[config.mk]
export PLATFORM = sky130hd
export DESIGN_NAME = sublist_match_detector
export DESIGN_NICKNAME = d
export VERILOG_FILES = /design/src/smd_pkg.sv /design/src/sublist_match_detector.sv /design/src/smd_match_lanes.sv
export SDC_FILE = /design/constraint.sdc
export NUM_CORES = 1
export LEC_CHECK = 0
export BUFFER_PORTS_ARGS = -buffer_cell sky130_fd_sc_hd__buf_4
export CAP_MARGIN = 5
export CORE_ASPECT_RATIO = 1.1
export CORE_MARGIN = 10
export CORE_UTILIZATION = 57
export DETAILED_ROUTE_END_ITERATION = 16
export MAX_ROUTING_LAYER = met4
export PLACE_DENSITY = 0.8
export SETUP_SLACK_MARGIN = 0.5
export SYNTH_ARGS = -nofsm -noshare
export SYNTH_HDL_FRONTEND = slang
export SYNTH_HIERARCHICAL = 1
export SYNTH_SLANG_ARGS = --single-unit
[constraint.sdc]
create_clock -name clk -period 4 [get_ports clk]
set_input_delay 0.8 -clock clk [delete_from_list [all_inputs] [get_ports clk]]
set_output_delay 0.8 -clock clk [all_outputs]
set_load 0.005 [all_outputs]
[src/smd_pkg.sv]
`timescale 1ns / 1ps

package smd_pkg;

  // Width of the value field on the input channel.
  localparam int VALUE_W = 32;

  // Item kinds carried in the mode field.
  localparam logic MODE_PATTERN = 1'b0;
  localparam logic MODE_MAIN    = 1'b1;

  // One input item.
  typedef struct packed {
    logic               mode;
    logic [VALUE_W-1:0] value;
    logic               last;
  } smd_in_t;

  // One result item.
  typedef struct packed {
    logic found;
    logic pattern_overflow;
  } smd_out_t;

endpackage

[src/sublist_match_detector.sv]
`timescale 1ns / 1ps
// A closing main word passes the input register, then its result is held in the result register.
// Throughput: one item per cycle; an input register feeds the parallel lane compare,
// whose outcome lands in the result register, so other items enter while a result waits;
// a closing main word holds in the input register until the result slot frees.
// Reset clears the pattern length, load and search state and the valid flags of both channel
// registers; the pattern words and payloads are not cleared and only written entries are compared.
module sublist_match_detector import smd_pkg::*; #(
  parameter int PATTERN_MAX = 32,
  parameter int WORD_WIDTH  = 32
) (
  input  logic     clk,
  input  logic     rst_n,
  input  logic     in_valid,
  output logic     in_ready,
  input  smd_in_t  in_data,
  output logic     out_valid,
  input  logic     out_ready,
  output smd_out_t out_data
);

  logic     in_valid_r, in_valid_nxt;
  smd_in_t  in_item_r;
  logic     out_valid_r, out_valid_nxt;
  smd_out_t out_data_r;

  logic     out_free;
  logic     gives_result;
  logic     step;
  smd_out_t result;

  // Stage control: a closing main word moves on only when the result slot is free.
  assign out_free     = !out_valid_r || out_ready;
  assign gives_result = (in_item_r.mode == MODE_MAIN) && in_item_r.last;
  assign step         = in_valid_r && (!gives_result || out_free);
  assign in_ready     = !in_valid_r || step;

  assign in_valid_nxt  = (in_valid && in_ready) || (in_valid_r && !step);
  assign out_valid_nxt = (step && gives_result) || (out_valid_r && !out_ready);

  smd_match_lanes #(
    .PATTERN_MAX (PATTERN_MAX),
    .WORD_WIDTH  (WORD_WIDTH)
  ) u_lanes (
    .clk    (clk),
    .rst_n  (rst_n),
    .step   (step),
    .item   (in_item_r),
    .result (result)
  );

  // Valid flags of the input and result registers.
  always_ff @(posedge clk) begin
    if (!rst_n) begin
      in_valid_r  <= 1'b0;
      out_valid_r <= 1'b0;
    end else begin
      in_valid_r  <= in_valid_nxt;
      out_valid_r <= out_valid_nxt;
    end
  end

  // Payload registers.
  always_ff @(posedge clk) begin
    if (in_valid && in_ready) begin
      in_item_r <= in_data;
    end
    if (step && gives_result) begin
      out_data_r <= result;
    end
  end

  assign out_valid = out_valid_r;
  assign out_data  = out_data_r;

endmodule

[src/smd_match_lanes.sv]
`timescale 1ns / 1ps

module smd_match_lanes import smd_pkg::*; #(
  parameter int PATTERN_MAX = 32,
  parameter int WORD_WIDTH  = 32
) (
  input  logic     clk,
  input  logic     rst_n,
  input  logic     step,
  input  smd_in_t  item,
  output smd_out_t result
);

  localparam int LW = $clog2(PATTERN_MAX + 1);
  localparam int CW = (WORD_WIDTH < VALUE_W) ? WORD_WIDTH : VALUE_W;

  // Pattern words, one register per compare lane.
  logic [CW-1:0]          pat_r [PATTERN_MAX];
  logic [LW-1:0]          len_r, len_nxt;
  logic                   loading_r, loading_nxt;
  logic [PATTERN_MAX-1:0] pmv_r, pmv_nxt;
  logic                   match_r, match_nxt;
  logic                   ovf_r, ovf_nxt;

  logic [CW-1:0]          word;
  logic                   is_load;
  logic                   start;
  logic [LW-1:0]          len_base;
  logic                   room;
  logic                   wr_en;
  logic [PATTERN_MAX-1:0] pmv_upd;
  logic [PATTERN_MAX-1:0] lastpos;
  logic                   full_hit;

  assign word     = item.value[CW-1:0];
  assign is_load  = (item.mode == MODE_PATTERN);
  assign start    = is_load && !loading_r;
  assign len_base = start ? '0 : len_r;
  assign room     = (len_base < LW'(PATTERN_MAX));
  assign wr_en    = step && is_load && room;

  // Per-lane compare, prefix shift and pattern-word write.
  for (genvar i = 0; i < PATTERN_MAX; i++) begin : g_lane
    logic prev;
    if (i == 0) begin : g_first
      assign prev = 1'b1;
    end else begin : g_rest
      assign prev = pmv_r[i-1];
    end

    assign pmv_upd[i] = prev && (pat_r[i] == word) && (LW'(i) < len_r);
    assign lastpos[i] = (LW'(i + 1) == len_r);

    always_ff @(posedge clk) begin
      if (wr_en && (len_base == LW'(i))) begin
        pat_r[i] <= word;
      end
    end
  end

  // The full pattern matched on this word.
  assign full_hit = |(pmv_upd & lastpos);

  // Result for a closing main word.
  assign result.found            = (match_r || full_hit) && !ovf_r;
  assign result.pattern_overflow = ovf_r;

  // Next state for one item.
  always_comb begin
    len_nxt     = len_r;
    loading_nxt = loading_r;
    pmv_nxt     = pmv_r;
    match_nxt   = match_r;
    ovf_nxt     = ovf_r;
    priority if (is_load) begin
      if (start) begin
        ovf_nxt   = 1'b0;
        pmv_nxt   = '0;
        match_nxt = 1'b0;
      end
      if (room) begin
        len_nxt = len_base + LW'(1);
      end else begin
        ovf_nxt = 1'b1;
      end
      loading_nxt = !item.last;
    end else begin
      loading_nxt = 1'b0;
      if (item.last) begin
        pmv_nxt   = '0;
        match_nxt = 1'b0;
      end else begin
        pmv_nxt   = pmv_upd;
        match_nxt = match_r || full_hit;
      end
    end
  end

  // Search and load state.
  always_ff @(posedge clk) begin
    if (!rst_n) begin
      len_r     <= '0;
      loading_r <= 1'b0;
      pmv_r     <= '0;
      match_r   <= 1'b0;
      ovf_r     <= 1'b0;
    end else if (step) begin
      len_r     <= len_nxt;
      loading_r <= loading_nxt;
      pmv_r     <= pmv_nxt;
      match_r   <= match_nxt;
      ovf_r     <= ovf_nxt;
    end
  end

endmodule

# After elaboration in Yosys (flattened, before gate mapping)
# Memories as Yosys holds them, arrays and structs flattened.
# Cells that the tools add are included.
[word_totals]
register_bits = 78
latch_bits = 0
mem_bits_rw = 1024
rom_bits = 0
input_bits = 38
output_inout_bits = 4
elab_cells = 467
n_memories = 1
[mem_list]
columns = ["name", "depth", "word_bits", "rd", "rd_clocked_by_memory_dff", "wr", "line", "source"]
rows = [
  ["u_lanes.pat_r", 32, 32, 32, 0, 1, "smd_match_lanes.sv:18", "logic [CW-1:0] pat_r [PATTERN_MAX];"],
]
[op_classes]
addsub = 1
mul = 0
n_div = 0
order_cmp = 33
eq_ne = 96
n_shift = 0
n_mux = 166
bitwise = 2
reduce_logical = 156
[ops]
columns = ["cell", "n"]
rows = [
  ["32-bit == test", 32],
  ["32-bit OR reduction", 32],
  ["32-bit 2-to-1 mux", 31],
  ["5-bit 2-to-1 mux", 31],
  ["1-bit logical AND", 105],
  ["1-bit 2-to-1 mux", 100],
  ["5-bit by 6-bit == test with 1-bit output (first input constant)", 16],
  ["6-bit by 5-bit == test with 1-bit output (second input constant)", 16],
  ["5-bit by 6-bit less-than comparator with 1-bit output (first input constant)", 16],
  ["31-bit 2-to-1 mux", 3],
  ["4-bit by 6-bit == test with 1-bit output (first input constant)", 8],
  ["6-bit by 4-bit == test with 1-bit output (second input constant)", 8],
  ["4-bit by 6-bit less-than comparator with 1-bit output (first input constant)", 8],
  ["32-bit AND", 1],
  ["3-bit by 6-bit == test with 1-bit output (first input constant)", 4],
  ["6-bit by 3-bit == test with 1-bit output (second input constant)", 4],
  ["3-bit by 6-bit less-than comparator with 1-bit output (first input constant)", 4],
  ["2-bit by 6-bit == test with 1-bit output (first input constant)", 2],
  ["6-bit by 2-bit == test with 1-bit output (second input constant)", 2],
  ["1-bit by 6-bit less-than comparator with 1-bit output (first input constant)", 2],
  ["2-bit by 6-bit less-than comparator with 1-bit output (first input constant)", 2],
  ["1-bit logical NOT", 8],
  ["6-bit by 1-bit adder with 6-bit output (second input constant)", 1],
  ["1-bit by 6-bit == test with 1-bit output (first input constant)", 1],
  ["other kinds (11)", 17],
]

# Longest topological paths before layout
[logic_depth]
word_depth = 41
mapped_depth = 11
depth_no_buf = 8

# Hierarchy
# The synthesis kept the hierarchy.
[by_module_without_submodules]
columns = ["module", "instances", "cells_per_inst", "area_per_inst_um2"]
rows = [
  ["smd_match_lanes", 1, 2915, 45439.8],
  ["sublist_match_detector", 1, 50, 1204.9],
]

# Worst setup path before layout
# Ideal clock, no wire load.
[synth_path]
kind = "input to register"
from = "input port out_ready"
to = "memory u_lanes/pat_r[1][128] (netlist name) (enable)"
arrival_time_ps = 2938
required_ps = 3608
path_slack_ps = 670
cell_stages = 7
n_path_buf = 1
path_cell_list = "and2b_1 -> a31oi_1 -> nor2b_1 -> nand2_1 -> nor2_1 -> clkbuf_1 -> and3_1"
[synth_via]
elab_chain_cells = 40
elab_cells_between_ends = 194
[synth_lines]
columns = ["element", "line", "source"]
rows = [
  ["start: declaration", "sublist_match_detector.sv:18", "input logic out_ready,"],
  ["1-bit logical OR (*)", "sublist_match_detector.sv:33", "assign out_free = !out_valid_r || out_ready;"],
  ["1-bit logical OR (*)", "sublist_match_detector.sv:35", "assign step = in_valid_r && (!gives_result || out_free);"],
  ["1-bit logical AND (*)", "sublist_match_detector.sv:35", ""],
  ["via step", "sublist_match_detector.sv:29", "logic step;"],
  ["1-bit logical AND (*) (2 in series)", "smd_match_lanes.sv:40", "assign wr_en = step && is_load && room;"],
  ["1-bit logical AND", "smd_match_lanes.sv:55", "if (wr_en && (len_base == LW'(i))) begin"],
  ["1-bit 2-to-1 mux", "smd_match_lanes.sv:55", ""],
  ["1-bit 2-to-1 mux (not written as such)", "smd_match_lanes.sv:56", "pat_r[i] <= word;"],
  ["32-bit OR reduction (no source line)", "-", ""],
  ["5-bit 2-to-1 mux (no source line) / 1-bit 2-to-1 mux (equally long branches) (31 in series)", "-", ""],
  ["end: declaration", "smd_match_lanes.sv:18", ""],
]
# Mark *: on every way through the listed nets, which the timed path passes. The rest lies on a longest branch.

==> flow_summary_export.csv <==
group,metric,value,unit
run_status,outcome,"finished clean",
timing,setup-tns-final,0,ps
synth,syn_avg_cell_area,15.7,sq um
job,maxCapViolCount,0,
clock_network,htree_levels,3,
timing,post-route-min-period,3210,ps
setup_path,crit_arrival,3740,ps
synth,synthArstFlopShare,0,
floorplan,initial_core_util,0.578,
grt,grt_pass1_wl,173000,microns
timing,worst_slew_pin_slew,992,ps
timing,rsz0062_at_grt,"no",
detailed_routing,ant_nets,0,
floorplan,core-area,0.0807,sq mm
setup_path,crit_chain,"buf_12 > buf_4 > xnor2_1 > nand4_1 > nor4_1 > o211ai_1 > o32ai_1 > nor3_1 > o211a_1 > a21oi_1",
synth,yosys_warnings,6,
grt,grt.total_usage,0.255,
setup_path,path_class,"reg -> reg",
floorplan,rows,109,
timing,hold_violations,0,
detailed_routing,drt_pre_antenna_iters,5,
cells_and_area,n_antenna_cell,0,
timing,fin_skew,28.8,ps
synth,synthesis.area,0.0466,sq mm
floorplan,die_x,293,microns
setup_path,crit_path_top_delay_cell,"nor4_1",
floorplan,die_y,320,microns
detailed_routing,route.detailed.drc,0,
detailed_routing,routed_wirelength,117000,microns
timing,setup_viol,0,
timing,maxSlewHeadroom,0.332,
clock_network,cts_buffers,102,
synth,ys_ff_latch,1102,
pwr,p_leak,16.5,nW
floorplan,io-pin-count,42,
timing,clock.fmax,0.311,GHz
clock_network,postCtsSetupBuffers,0,
setup_path,cp-start-kind,"register",
pwr,fin_total_pwr,24.0,mW
clock_network,clkTransAtPathRegs,60,ps
synth,ys.flop_type,"edfxtp_1",
setup_path,critical_path.max_fanout,19,
detailed_routing,wl_per_cell,27.6,microns
placement,dp_hpwl,69600,microns
clock_network,clock_sinks,1102,
cells_and_area,nNetsFinal,3161,
cells_and_area,syn2layout_area_growth,12.5,%
grt,grt_pass1_vias,26600,
synth,ys_types,71,
setup_path,crit_required,4520,ps
floorplan,dieArea,0.0937,sq mm
clock_network,clkLatencyLatePin,680,ps
placement,placed_area,0.0490,sq mm
pwr,peakVddDrop,0.458,mV
timing,timing.final.max_slew_violations,0,
grt,grt_max_degree,53,
detailed_routing,drt_iter0_drc,3042,
synth,synth_edf_count,1060,
timing,fin_crit_sh,0.803,
setup_path,end_kind,"register",
detailed_routing,routed_via_density,6.14,
cells_and_area,drive_gt1_frac,0.118,
grt,antenna_found_initial,4,
synth,synth.yosys.seq_area_share,0.700,
setup_path,critical_path.max_stage_delay,850,ps
placement,gp_congestion,1.01,
clock_network,clock_path_buffers,3,
pwr,p_per_area,457,mW/mm^2
hold_path,hold_path_class,"in -> reg",
grt,grt_overflow,0,
clock_network,hold_buffers,0,
cells_and_area,fillers,5344,
detailed_routing,via_count,26200,
clock_network,root_buffer,"clkbuf_16",
clock_network,cts_tree,"done",
clock_network,ctsResizeCount,0,
cells_and_area,design_area,0.0525,sq mm
placement,port_buffers,41,
synth,synth_nets,3007,
synth,syn_inst,2965,
metrics by stage:
step,utilization,hold WS [ps],std cells,worst slack [ps]
3_5_place_dp,0.607,445,4064,549
5_1_grt,0.650,282,4260,603
3_3_place_gp,0.607,440,4064,578
2_1_floorplan,-,427,2965,670
6_report,0.650,296,4260,787
4_1_cts,0.649,270,4255,561
metal layers:
layer | global-route usage | wire length (microns) | vias up
met4 | 0.105 | 4750 | 0
met3 | 0.0344 | 9930 | 285
met1 | 0.323 | 45800 | 13200
met2 | 0.413 | 57000 | 1464
li1 | - | - | 11200
met5 | - | 0 | -
synth_stat cells (21+ instances only):
cell / n / share of area
buf_4: 25 / 0.0040
nor2_1: 56 / 0.0045
inv_1: 28 / 0.0023
edfxtp_1: 1060 / 0.68
nand4_1: 190 / 0.025
xnor2_1: 660 / 0.12
and3_1: 23 / 0.0031
a21oi_1: 42 / 0.0045
nand3_1: 35 / 0.0038
dfxtp_1: 42 / 0.018
nand2_1: 36 / 0.0029
nor4_1: 107 / 0.014
xor2_1: 340 / 0.064
buf_2: 87 / 0.0093
and2_1: 21 / 0.0028
nor3_1: 36 / 0.0039
layout make-up:
class	instances	area (sq um)	area share
clock buffers	130	2750	0.0524
clock inverters	61	666	0.0127
inverters	29	109	0.00208
multi-input cells	1676	12800	0.245
flip-flops and latches	1102	32700	0.623
well taps	1054	1320	0.0251
repair buffers	208	2100	0.0400
logic make-up after synthesis:
family | after synthesis | synth area share
adder cells (fa/ha/maj) | 4 | 0.00107
AND/OR/NAND/NOR | 551 | 0.0686
XOR/XNOR | 1002 | 0.188
buffers and inverters | 187 | 0.0243
multiplexers | 2 | 0.000456
flip-flops | 1102 | 0.700
AO/OA/AOI/OAI | 117 | 0.0167
sequential cells by signal, indices dropped and copies added, names as in the netlist:
| signal | count |
|---|---|
| in_item_r | 34 |
| out_valid | 1 |
| u_lanes/ovf_r | 1 |
| u_lanes/match_r | 1 |
| u_lanes/loading_r | 1 |
| u_lanes/pat_r | 1024 |
| u_lanes/pmv_r | 31 |
| u_lanes/len_r | 6 |
| out_data | 2 |
| in_valid_r | 1 |
worst max-delay path: cells and delay by family, from the launching register on:
kind	cells	cell delay, ps
compound gates	4	860
xor+xnor	1	170
buf+inv	2	590
flops	1	370
simple gates	3	1050
placed cells by master (no fill, tap or decap), types with 21 or more instances in the layout:
master     instances
buf_12            43
nand2_1           36
clkbuf_1          21
buf_4            165
nor3_1            36
edfxtp_1        1060
xor2_1           340
inv_1             28
clkbuf_16        104
nor2_1            56
and2_1            21
xnor2_1          660
nor4_1           107
a21oi_1           42
and3_1            23
dfxtp_1           42
nand3_1           35
nand4_1          190
path summary, 6_finish.rpt:
| check | cells past startpoint | startpoint | to | slack, ps |
|---|---|---|---|---|
| min reg2reg | 2 | u_lanes/pmv_r[8] | u_lanes/pmv_r[8] | 450 |
| max reg2reg | 10 | in_item_r[24] | out_data[1] | 790 |
| max | 10 | in_item_r[24] | out_data[1] | 790 |
| min | 1 | in_data[22] | in_item_r[22] | 300 |
where the power goes:
part | switching, mW | internal, mW | total [mW]
Clock | 4.18 | 5.71 | 9.89
Combinational | 0.900 | 0.481 | 1.38
Sequential | 0.0347 | 12.7 | 12.7
Note: power is estimated with default switching activity, not from simulation.
